--- config.mk ---
export PLATFORM = sky130hd
export DESIGN_NAME = local_alignment_traceback_top
export DESIGN_NICKNAME = d
export VERILOG_FILES = /design/src/design/law_pkg.sv /design/src/design/local_alignment_traceback_top.sv
export SDC_FILE = /design/constraint.sdc
export NUM_CORES = 2
export LEC_CHECK = 0
export BUFFER_PORTS_ARGS = -buffer_cell sky130_fd_sc_hd__buf_2
export CORE_MARGIN = 2
export CORE_UTILIZATION = 60
export DETAILED_ROUTE_END_ITERATION = 6
export PLACE_DENSITY = 0.76
export SLEW_MARGIN = 20
export SYNTH_ARGS = -nofsm -noshare
export SYNTH_HDL_FRONTEND = slang
export SYNTH_SLANG_ARGS = --single-unit
--- constraint.sdc ---
create_clock -name clock -period 80.7 [get_ports clock]
set_input_delay 12.105 -clock clock [delete_from_list [all_inputs] [get_ports clock]]
set_output_delay 12.105 -clock clock [all_outputs]
set_load 0.02 [all_outputs]
--- src/design/law_pkg.sv ---
`default_nettype none
package law_pkg;
   localparam int MaxLen = 32;
   localparam int IdxW = 5;
   localparam int LenW = 6;
   localparam int ScoreW = 9;
   localparam int BufDepth = 2 * MaxLen;
   localparam int BufW = 6;

   typedef enum logic [1:0] {
      CMD_LOAD_A = 2'd0,
      CMD_LOAD_B = 2'd1,
      CMD_ALIGN  = 2'd2,
      CMD_NONE   = 2'd3
   } command_type;

   typedef enum logic [1:0] {
      PTR_SELF = 2'd0,
      PTR_DIAG = 2'd1,
      PTR_UP   = 2'd2,
      PTR_LEFT = 2'd3
   } pointer_type;

   localparam logic [1:0] REG_MATCH = 2'd0;
   localparam logic [1:0] REG_MISMATCH = 2'd1;
   localparam logic [1:0] REG_GAP = 2'd2;

   typedef struct packed {
      logic [1:0] command;
      logic [7:0] symbol;
      logic       final_symbol;
   } req_type;

   typedef struct packed {
      logic [7:0] row_symbol;
      logic       row_gap;
      logic [7:0] col_symbol;
      logic       col_gap;
      logic [8:0] best_score;
      logic       empty_alignment;
      logic       last_column;
   } rsp_type;
endpackage
`default_nettype wire

--- src/design/local_alignment_traceback_top.sv ---
`default_nettype none
// Smith-Waterman local alignment with linear gap and traceback.
// The req channel carries one beat per command: load a byte of A, load a
// byte of B, or align. Load beats are taken one per cycle while the block
// is idle and holds no rsp beat, and give no result. An align beat holds
// req_ready low while one shared score unit sweeps the grid one cell per
// cycle. The ST_TRACE_INIT state then sets up the traceback, which walks
// the pointer memory from the best cell, reading a column in ST_TRACE_RD
// and taking it in ST_TRACE. The columns then leave on the rsp channel
// start first, the last one flagged by last_column. An empty alignment
// gives a single beat with empty_alignment set when a sequence is empty,
// or after the sweep and ST_TRACE_INIT when no cell scores above zero.
// The csr channel writes the match, mismatch and gap scores; it is always
// ready; the user must use it only while the block is idle (not enforced).
// When the receiver stalls, the held rsp beat stays unchanged and the
// sequencer waits. The next req beat is taken once the last rsp beat is gone.
// Reset is synchronous and restores the default scores, empty sequences and
// the idle state; the memories are not cleared.
module local_alignment_traceback_top
   import law_pkg::*;
(
   input  wire logic        clock,
   input  wire logic        reset,
   input  wire logic        req_valid,
   output logic             req_ready,
   input  wire req_type     req_data,
   output logic             rsp_valid,
   input  wire logic        rsp_ready,
   output rsp_type          rsp_data,
   input  wire logic        csr_valid,
   output logic             csr_ready,
   input  wire logic [1:0]  csr_index,
   input  wire logic [4:0]  csr_data
);
   typedef enum logic [2:0] {
      ST_IDLE, ST_FILL, ST_TRACE_INIT, ST_TRACE_RD, ST_TRACE, ST_EMIT_RD, ST_EMIT,
      ST_EMPTY
   } state_type;

   state_type state_ff;
   logic signed [4:0] match_ff, mismatch_ff, gap_ff;
   logic [7:0] row_mem [MaxLen];
   logic [7:0] col_mem [MaxLen];
   logic [1:0] ptr_mem [MaxLen * MaxLen];
   logic [17:0] buf_mem [BufDepth];
   logic [ScoreW-1:0] score_ff [MaxLen];
   logic [LenW-1:0] row_len_ff, col_len_ff;
   logic row_sealed_ff, col_sealed_ff;
   logic [LenW-1:0] i_ff, j_ff;
   logic [ScoreW-1:0] diag_ff, best_ff;
   logic [LenW-1:0] bi_ff, bj_ff;
   logic [BufW:0] n_ff, k_ff;
   logic [1:0] ptr_rd_ff;
   logic [7:0] a_rd_ff, b_rd_ff;
   logic [17:0] buf_rd_ff;
   logic rsp_valid_ff;
   rsp_type rsp_ff;

   logic [IdxW-1:0] ci, cj;
   logic [ScoreW-1:0] up_c, left_c;
   logic signed [11:0] cand_d, cand_u, cand_l, best_c;
   pointer_type ptr_c;
   logic [ScoreW-1:0] best_sat;
   logic [IdxW-1:0] ti, tj;

   assign ci = IdxW'(i_ff - LenW'(1));
   assign cj = IdxW'(j_ff - LenW'(1));
   assign ti = IdxW'(i_ff - LenW'(1));
   assign tj = IdxW'(j_ff - LenW'(1));

   // The first row and the first column see the zero boundary.
   assign up_c = (i_ff == LenW'(1)) ? '0 : score_ff[cj];
   assign left_c = (j_ff == LenW'(1)) ? '0 : score_ff[cj - IdxW'(1)];

   always_comb begin
      cand_d = $signed({3'b000, diag_ff}) +
               ((row_mem[ci] == col_mem[cj]) ? 12'(match_ff) : 12'(mismatch_ff));
      cand_u = $signed({3'b000, up_c}) + 12'(gap_ff);
      cand_l = $signed({3'b000, left_c}) + 12'(gap_ff);
      best_c = '0;
      ptr_c = PTR_SELF;
      if (cand_d > best_c) begin
         best_c = cand_d;
         ptr_c = PTR_DIAG;
      end
      if (cand_u > best_c) begin
         best_c = cand_u;
         ptr_c = PTR_UP;
      end
      if (cand_l > best_c) begin
         best_c = cand_l;
         ptr_c = PTR_LEFT;
      end
      best_sat = (best_c > 12'sd511) ? 9'd511 : best_c[ScoreW-1:0];
   end

   assign req_ready = (state_ff == ST_IDLE) && !rsp_valid_ff;
   assign csr_ready = 1'b1;
   assign rsp_valid = rsp_valid_ff;
   assign rsp_data = rsp_ff;

   always_ff @(posedge clock) begin
      if (state_ff == ST_FILL) begin
         ptr_mem[{ci, cj}] <= ptr_c;
         score_ff[cj] <= best_sat;
      end
      ptr_rd_ff <= ptr_mem[{ti, tj}];
      a_rd_ff <= row_mem[ti];
      b_rd_ff <= col_mem[tj];
      buf_rd_ff <= buf_mem[BufW'(n_ff - k_ff - (BufW + 1)'(1))];
      if (state_ff == ST_TRACE && ptr_rd_ff != PTR_SELF) begin
         buf_mem[n_ff[BufW-1:0]] <= {
            (ptr_rd_ff == PTR_LEFT) ? 8'd0 : a_rd_ff, ptr_rd_ff == PTR_LEFT,
            (ptr_rd_ff == PTR_UP) ? 8'd0 : b_rd_ff, ptr_rd_ff == PTR_UP};
      end
      if (req_valid && req_ready && req_data.command == CMD_LOAD_A) begin
         if (row_sealed_ff) begin
            row_mem[0] <= req_data.symbol;
         end else if (row_len_ff < LenW'(MaxLen)) begin
            row_mem[row_len_ff[IdxW-1:0]] <= req_data.symbol;
         end
      end
      if (req_valid && req_ready && req_data.command == CMD_LOAD_B) begin
         if (col_sealed_ff) begin
            col_mem[0] <= req_data.symbol;
         end else if (col_len_ff < LenW'(MaxLen)) begin
            col_mem[col_len_ff[IdxW-1:0]] <= req_data.symbol;
         end
      end
   end

   always_ff @(posedge clock) begin
      if (reset) begin
         state_ff <= ST_IDLE;
         match_ff <= 5'sd2;
         mismatch_ff <= -5'sd1;
         gap_ff <= -5'sd1;
         row_len_ff <= '0;
         col_len_ff <= '0;
         row_sealed_ff <= 1'b1;
         col_sealed_ff <= 1'b1;
         rsp_valid_ff <= 1'b0;
      end else begin
         if (rsp_valid_ff && rsp_ready) begin
            rsp_valid_ff <= 1'b0;
         end
         if (csr_valid) begin
            unique case (csr_index)
               REG_MATCH: match_ff <= csr_data;
               REG_MISMATCH: mismatch_ff <= csr_data;
               REG_GAP: gap_ff <= csr_data;
               default: ;
            endcase
         end
         unique case (state_ff)
            ST_IDLE: begin
               if (req_valid && req_ready) begin
                  unique case (req_data.command)
                     CMD_LOAD_A: begin
                        if (row_sealed_ff) begin
                           row_len_ff <= LenW'(1);
                        end else if (row_len_ff < LenW'(MaxLen)) begin
                           row_len_ff <= row_len_ff + LenW'(1);
                        end
                        row_sealed_ff <= req_data.final_symbol;
                     end
                     CMD_LOAD_B: begin
                        if (col_sealed_ff) begin
                           col_len_ff <= LenW'(1);
                        end else if (col_len_ff < LenW'(MaxLen)) begin
                           col_len_ff <= col_len_ff + LenW'(1);
                        end
                        col_sealed_ff <= req_data.final_symbol;
                     end
                     CMD_ALIGN: begin
                        best_ff <= '0;
                        bi_ff <= '0;
                        bj_ff <= '0;
                        i_ff <= LenW'(1);
                        j_ff <= LenW'(1);
                        diag_ff <= '0;
                        state_ff <= (row_len_ff == '0 || col_len_ff == '0) ?
                                    ST_EMPTY : ST_FILL;
                     end
                     default: ;
                  endcase
               end
            end
            ST_FILL: begin
               if (best_sat > best_ff) begin
                  best_ff <= best_sat;
                  bi_ff <= i_ff;
                  bj_ff <= j_ff;
               end
               if (j_ff == col_len_ff) begin
                  j_ff <= LenW'(1);
                  diag_ff <= '0;
                  if (i_ff == row_len_ff) begin
                     state_ff <= ST_TRACE_INIT;
                  end else begin
                     i_ff <= i_ff + LenW'(1);
                  end
               end else begin
                  j_ff <= j_ff + LenW'(1);
                  diag_ff <= up_c;
               end
            end
            ST_TRACE_INIT: begin
               i_ff <= bi_ff;
               j_ff <= bj_ff;
               n_ff <= '0;
               state_ff <= (best_ff == '0) ? ST_EMPTY : ST_TRACE_RD;
            end
            ST_TRACE_RD: begin
               state_ff <= ST_TRACE;
            end
            ST_TRACE: begin
               if (ptr_rd_ff == PTR_SELF) begin
                  state_ff <= (n_ff == '0) ? ST_EMPTY : ST_EMIT_RD;
                  k_ff <= '0;
               end else begin
                  logic [LenW-1:0] ni, nj;
                  ni = (ptr_rd_ff != PTR_LEFT) ? i_ff - LenW'(1) : i_ff;
                  nj = (ptr_rd_ff != PTR_UP) ? j_ff - LenW'(1) : j_ff;
                  n_ff <= n_ff + (BufW + 1)'(1);
                  i_ff <= ni;
                  j_ff <= nj;
                  k_ff <= '0;
                  if (ni == '0 || nj == '0 ||
                      n_ff + (BufW + 1)'(1) == (BufW + 1)'(BufDepth)) begin
                     state_ff <= ST_EMIT_RD;
                  end else begin
                     state_ff <= ST_TRACE_RD;
                  end
               end
            end
            ST_EMIT_RD: begin
               if (!rsp_valid_ff || rsp_ready) begin
                  state_ff <= ST_EMIT;
               end
            end
            ST_EMIT: begin
               rsp_valid_ff <= 1'b1;
               rsp_ff.row_symbol <= buf_rd_ff[17:10];
               rsp_ff.row_gap <= buf_rd_ff[9];
               rsp_ff.col_symbol <= buf_rd_ff[8:1];
               rsp_ff.col_gap <= buf_rd_ff[0];
               rsp_ff.best_score <= best_ff;
               rsp_ff.empty_alignment <= 1'b0;
               rsp_ff.last_column <= (k_ff + (BufW + 1)'(1) == n_ff);
               k_ff <= k_ff + (BufW + 1)'(1);
               state_ff <= (k_ff + (BufW + 1)'(1) == n_ff) ? ST_IDLE : ST_EMIT_RD;
            end
            ST_EMPTY: begin
               if (!rsp_valid_ff) begin
                  rsp_valid_ff <= 1'b1;
                  rsp_ff.row_symbol <= '0;
                  rsp_ff.row_gap <= 1'b0;
                  rsp_ff.col_symbol <= '0;
                  rsp_ff.col_gap <= 1'b0;
                  rsp_ff.best_score <= '0;
                  rsp_ff.empty_alignment <= 1'b1;
                  rsp_ff.last_column <= 1'b1;
                  state_ff <= ST_IDLE;
               end
            end
            default: state_ff <= ST_IDLE;
         endcase
      end
   end
endmodule
`default_nettype wire
# Word level (Yosys, flattened, before mapping)
# Memory sizes are Yosys's and may differ from the RTL's. A register that Yosys moved wholly into a read port is not among the register bits.
# Index checks and enable logic that the tools add are counted.
# op_classes
n_addsub	14
n_lt_le_gt_ge	7
eq_ne	31
muxes	84
n_bitwise	1
n_reduce_logical	46
# ops
operator	n
two-way mux 6 bit	17
two-way mux 9 bit	7
one-hot mux 29 bit (2 select lines)	1
two-way mux 12 bit	4
one-hot mux 6 bit (4 select lines)	2
one-hot mux 9 bit (2 select lines)	2
two-way mux 3 bit	11
two-way mux 8 bit	4
two-way mux 29 bit	1
one-hot mux 7 bit (2 select lines)	2
adder 6 x 1 -> 6 bit (second input constant)	4
> comparator 11 x 12 -> 1 bit	2
zero test 6 bit	4
one-hot mux 3 bit (8 select lines)	1
one-hot mux 6 bit (2 select lines)	2
two-way mux 1 bit	23
adder 10 x 5 -> 11 bit	2
subtractor 6 x 1 -> 6 bit (second input constant)	3
OR reduction 8 bit	2
adder 7 x 1 -> 7 bit (second input constant)	2
nonzero test 2 bit	7
adder 10 x 12 -> 12 bit	1
equality test 3 bit (second input constant)	4
equality test 6 x 1 -> 1 bit (second input constant)	2
35 further kinds	73
# word_totals
register_bits	134
ram_bits	4000
input_bits	23
word_cells	214
n_memories	5
# memory_table
memory	words	word_bits	read_ports	rd_clocked_by_memory_dff	wr	line_no	source
ptr_mem	1024	2	1	1	1	local_alignment_traceback_top.sv:44	logic [1:0] ptr_mem [MaxLen * MaxLen];
buf_mem	64	18	1	1	1	local_alignment_traceback_top.sv:45	logic [17:0] buf_mem [BufDepth];
score_ff	32	9	2	0	1	local_alignment_traceback_top.sv:46	logic [ScoreW-1:0] score_ff [MaxLen];
col_mem	32	8	1	0	1	local_alignment_traceback_top.sv:43	logic [7:0] col_mem [MaxLen];
row_mem	32	8	1	0	1	local_alignment_traceback_top.sv:42	logic [7:0] row_mem [MaxLen];

# Longest topological paths before layout
# An unclocked memory read counts as a cell.
# logic_depth
depth_word	16
mapped_depth	71
mapped_depth_nobuf	54

# Least setup slack after synthesis
# Ideal clock, no wire load.
# synth_path
path_type	register to register
from	reg j_ff[0]
to	mem ptr_mem[0][0] (data pin)
setup_ns	8.130
t_arrival_ns	48.036
setup_slack_ns	24.534
stages_incl_launch_ff	45
path_cell_list	edfxtp_1 buf_4 buf_6 buf_6 buf_6 buf_6 buf_4 buf_4 buf_4 inv_1 buf_2 ha_1 buf_2 buf_2 clkbuf_1 mux4_2 mux2i_1 o21ai_0 (+9 left out) o21a_1 o21ai_0 a31oi_1 o21a_1 buf_1 and4_1 buf_4 a311oi_1 inv_1 ha_1 a21o_1 a21o_1 a21o_1 a21oi_1 nor2_1 o22a_1 and2_0 o21ai_0
# synth_between
elab_chain_len	11
# synth_rtl
element	line_no	source
start: declaration	local_alignment_traceback_top.sv:49	logic [LenW-1:0] i_ff, j_ff;
start signal: assignment	local_alignment_traceback_top.sv:180	j_ff <= LenW'(1);
start signal: assignment	local_alignment_traceback_top.sv:196	j_ff <= LenW'(1);
start signal: assignment	local_alignment_traceback_top.sv:204	j_ff <= j_ff + LenW'(1);
subtractor 6 x 1 -> 6 bit	n/a	
memory (32 x 8 bit)	n/a	
equality test 8 bit	local_alignment_traceback_top.sv:77	((row_mem[ci] == col_mem[cj]) ? 12'(match_ff) : 12'(mismatch_ff));
two-way mux 12 bit	local_alignment_traceback_top.sv:77	
adder 10 x 12 -> 12 bit	local_alignment_traceback_top.sv:76	cand_d = $signed({3'b000, diag_ff}) +
> comparator 12 x 1 -> 1 bit	local_alignment_traceback_top.sv:82	if (cand_d > best_c) begin
two-way mux 12 bit	local_alignment_traceback_top.sv:82	
> comparator 11 x 12 -> 1 bit	local_alignment_traceback_top.sv:86	if (cand_u > best_c) begin
two-way mux 12 bit	local_alignment_traceback_top.sv:86	
> comparator 11 x 12 -> 1 bit	local_alignment_traceback_top.sv:90	if (cand_l > best_c) begin
two-way mux 2 bit (*)	local_alignment_traceback_top.sv:90	
named net ptr_c[0]	local_alignment_traceback_top.sv:62	pointer_type ptr_c;
end: declaration	local_alignment_traceback_top.sv:44	
# The timed path passes the listed nets; every way through them passes the cells marked *.

# Worst setup path in the final report
# layout_path
from	reg i_ff[0]
to	reg bj_ff[2] (enable)
# layout_between
elab_chain_len	16
# layout_rtl
element	line_no	source
start: declaration	local_alignment_traceback_top.sv:49	
start signal: assignment	local_alignment_traceback_top.sv:179	i_ff <= LenW'(1);
start signal: assignment	local_alignment_traceback_top.sv:201	i_ff <= i_ff + LenW'(1);
start signal: assignment	local_alignment_traceback_top.sv:209	i_ff <= bi_ff;
subtractor 6 x 1 -> 6 bit	n/a	
memory (32 x 8 bit)	n/a	
equality test 8 bit	local_alignment_traceback_top.sv:77	
two-way mux 12 bit	local_alignment_traceback_top.sv:77	
adder 10 x 12 -> 12 bit	local_alignment_traceback_top.sv:76	
> comparator 12 x 1 -> 1 bit	local_alignment_traceback_top.sv:82	
two-way mux 12 bit	local_alignment_traceback_top.sv:82	
> comparator 11 x 12 -> 1 bit	local_alignment_traceback_top.sv:86	
two-way mux 12 bit (*)	local_alignment_traceback_top.sv:86	
> comparator 11 x 12 -> 1 bit	local_alignment_traceback_top.sv:90	
two-way mux 12 bit (*)	local_alignment_traceback_top.sv:90	
> comparator 12 x 10 -> 1 bit	local_alignment_traceback_top.sv:94	best_sat = (best_c > 12'sd511) ? 9'd511 : best_c[ScoreW-1:0];
two-way mux 9 bit (*)	local_alignment_traceback_top.sv:94	
named net best_sat[2]	local_alignment_traceback_top.sv:63	logic [ScoreW-1:0] best_sat;
> comparator 9 bit (*)	local_alignment_traceback_top.sv:190	if (best_sat > best_ff) begin
!= test 2 x 1 -> 1 bit (no line) (*)	n/a	
AND reduction 5 bit (no line) (*)	n/a	
end signal: assignment	local_alignment_traceback_top.sv:193	bj_ff <= j_ff;
end: declaration	local_alignment_traceback_top.sv:51	logic [LenW-1:0] bi_ff, bj_ff;
# Marked as above.
# A chain may end at the register's enable or synchronous reset.

==> metrics list <==
- After clock tree synthesis, the clock-pin slew on the worst setup and hold paths is 0.07 ns.
* Post-synthesis cell count: 9142
- Via count of the first global-routing pass: 92.90k
- Entering global routing, the biggest net connects 282 pins.
- Top post-synthesis cells by area: sky130_fd_sc_hd__edfxtp_1 72%, sky130_fd_sc_hd__mux4_2 15%, sky130_fd_sc_hd__nor2_1 2.9%
* Fraction of post-synthesis cell area in the top cell type by area: 72.15%
* Number of buffers created by CTS: 402
- Final hold vios: 0
* Final estimated routing congestion in global placement: 0.9156
* Dpl hpwl: 249200 um
* Clk sinks: 4154
* Worst-case headroom to the max-slew limit: 15.22%
- Critical path capture point type: flop
* Std cell rows: 195
- No sink is reached through more buffers than the 4 on the longest clock path.
- Die boundary height: 536.3 um
* Data arrival time of the critical path: 16.50 ns
- Across the routed clock network, the largest skew measured is 0.1335 ns.
- The largest single stage delay on the critical path is 0.87 ns.
- For the final routed database, the setup TNS stands at 0 ns.
- # Post-CTS Setup Buffers: 0
- By instance count, the leading cell after synthesis is sky130_fd_sc_hd__edfxtp_1.
* Required @ worst endpoint: 81.35 ns
- The final critical path takes up 19.64% of the cycle.
- Post-detailed-route via-to-cell ratio: 7.025
- RSZ-0062 raised after global routing: no
* Status: finished, final reports clean
- CP dominant cell by count: sky130_fd_sc_hd__o21a_1
- Drc violations: 0
- Number of fillers in the final layout: 17.63k
- Highest clock rate: 63.10 MHz
- Maximum capacitance violations: 0
- After synthesis, the share of flip-flops with an asynchronous set or reset is 0%.
- In this run the worst path has a maximum fanout of 55.
- Core Region: 282000 sq um
- Flip-flop and latch area: 124000 sq um
- Counting flops and latches in the post-synthesis netlist gives 4154.
- Number of gates resized after CTS: 0
* Commonest cells post-synth: 4085 x sky130_fd_sc_hd__edfxtp_1, 1298 x sky130_fd_sc_hd__nor2_1, 1141 x sky130_fd_sc_hd__mux4_2
* Syn Std Cell Area: 170000 sq um
- For the pin with the worst max-slew slack, the measured transition is 1.272 ns.
- Vias: 93.25k
* Die boundary width: 536.3 um
- The initial antenna violation count was 22.
- Setup violations remaining at the end of the flow were counted as 0.
- Largest area contributor in the synthesized netlist: sky130_fd_sc_hd__edfxtp_1
- Number of port buffers: 53
* Final slew viol count: 0
- Die outline area: 287600 sq um
* Remaining antenna violation count: 0
* Warning count from the yosys run: 0
* Register area share after synthesis: 72.97%
- Root buffer cell: sky130_fd_sc_hd__clkbuf_16
* Class of the tightest hold or removal check: reg -> reg
- Nets: 9295
- The first TritonRoute pass finished after 7 iterations.
* Classification of the worst setup path: reg -> reg
* Number of flops mapped to enable cells by yosys: 4085
* Starting density of the core: 60.28%
- After detailed routing, the average wire length per cell comes to 34.31 um.
- A synthesized cell averages 18.60 sq um.
* Tmin final: 15.85 ns
* Wire length of the first global-routing pass: 652100 um
- In the final layout, the share of cells above drive strength 1 is 23.53%.
- The H-tree was split into 5 levels.
- The detailed router finished its first iteration with 14.72k violations.
- Clk Latency, worst-skew pair: 0.99 ns
- For this run the aggregate overflow at the end of global routing stands at 0.
- 55 I/O pins were placed.
* Yosys cell types: 92
* Number of hold buffers added after cts: 0
- Total routed wirelength: 455400 um
* Global routing usage summed across all routing layers: 31.65%
- STA classifies the critical path startpoint as a flop.
- TritonCTS built the clock tree.
- On the critical path, the stage with the largest delay is an instance of sky130_fd_sc_hd__a311oi_1.
- In the final layout, the multi-input gates occupy 43400 sq um.
- Flip-flop cell with the highest count after synthesis: sky130_fd_sc_hd__edfxtp_1
* Synth-to-Final Area Change: 10.78%
==> area by class of cell <==
class                   count  share of cell area [%]
clock inverters           246                   1.452
repair buffers            295                   1.245
flip-flops and latches   4154                   65.87
multi-input cells        4199                   23.05
clock buffers             491                   5.617
well taps                3743                   2.487
diodes                     15                 0.01993
inverters                 130                  0.2644
==> metal layers <==
metal | wire (um) | track usage, %
met5 | 96 | 0
met4 | 24870 | 14.41
met3 | 56030 | 7.443
met2 | 217500 | 50.14
met1 | 156900 | 42.32
==> stage by stage <==
step / cells / area, sq um / worst slack (ns) / utilization, % / hold slack, ns
4_1_cts: 13260 / 188100 / 64.55 / 66.70 / 0.4647
3_3_place_gp: 12520 / 174800 / 65.05 / 61.97 / 0.4856
5_1_grt: 13260 / 188300 / 64.00 / 66.76 / 0.4778
3_5_place_dp: 12520 / 174800 / 64.72 / 61.98 / 0.4875
6_report: 13270 / 188300 / 64.85 / 66.77 / 0.4684
2_1_floorplan: 9143 / 170000 / 24.53 / - / 0.4296
==> worst max-delay path: cells and delay by family (launching register included) <==
family	cells	cell delay, ns
adder cells (fa/ha/maj)	5	1.95
AO/OA/AOI/OAI	31	7.28
multiplexers	2	0.85
AND/OR/NAND/NOR	9	2.93
XOR/XNOR	1	0.16
buffers and inverters	5	1.83
flip-flops	1	0.47
==> final timing paths <==
check,start,to,slack (ns),depth (start not counted)
setup / recovery,i_ff[0],bj_ff[2],64.85,53
setup reg to reg,i_ff[0],bj_ff[2],64.85,53
hold reg to reg,buf_rd_ff[16],rsp_data[27],0.47,1
hold / removal,buf_rd_ff[16],rsp_data[27],0.47,1
==> logic make-up after synthesis <==
group	Yosys count	synth area share (%)
flops	4154	72.97
buf+inv	790	1.984
xor+xnor	95	0.4894
fa+ha+maj	90	0.6800
other cells	1	0.002206
simple gates	2012	5.031
compound gates	740	3.012
mux	1260	15.83
==> placed cells by master (no fill, tap or decap), types with 44 or more instances in the layout <==
master and count:
sky130_fd_sc_hd__buf_4 220, sky130_fd_sc_hd__edfxtp_1 4085, sky130_fd_sc_hd__buf_2 53, sky130_fd_sc_hd__nor2_1 1240, sky130_fd_sc_hd__mux4_2 1141, sky130_fd_sc_hd__a21oi_1 135
sky130_fd_sc_hd__inv_1 125, sky130_fd_sc_hd__clkbuf_1 75, sky130_fd_sc_hd__a22oi_1 50, sky130_fd_sc_hd__nand3_1 128, sky130_fd_sc_hd__nor2_2 44, sky130_fd_sc_hd__mux2i_1 94
sky130_fd_sc_hd__o21ai_0 151, sky130_fd_sc_hd__a221oi_1 56, sky130_fd_sc_hd__clkinv_1 88, sky130_fd_sc_hd__clkinv_2 75, sky130_fd_sc_hd__dfxtp_1 69, sky130_fd_sc_hd__nand2_1 242
sky130_fd_sc_hd__ha_1 83, sky130_fd_sc_hd__clkbuf_16 406
==> sequential cells by signal, indices dropped and copies added (netlist names), 2 cells and up <==
| signal | flops |
|---|---|
| i_ff | 6 |
| buf_rd_ff | 18 |
| b_rd_ff | 8 |
| ptr_mem | 2048 |
| score_ff | 288 |
| col_len_ff | 6 |
| bi_ff | 6 |
| diag_ff | 9 |
| state_ff | 3 |
| row_len_ff | 6 |
| k_ff | 7 |
| rsp_data | 29 |
| ptr_rd_ff | 2 |
| col_mem | 256 |
| j_ff | 6 |
| n_ff | 7 |
| best_ff | 9 |
| a_rd_ff | 8 |
| mismatch_ff | 5 |
| bj_ff | 6 |
| buf_mem | 1152 |
| row_mem | 256 |
| match_ff | 5 |
| gap_ff | 5 |
Power is not shown: default switching activity piles up to over one toggle a cycle in this logic, so the estimate is an artifact.
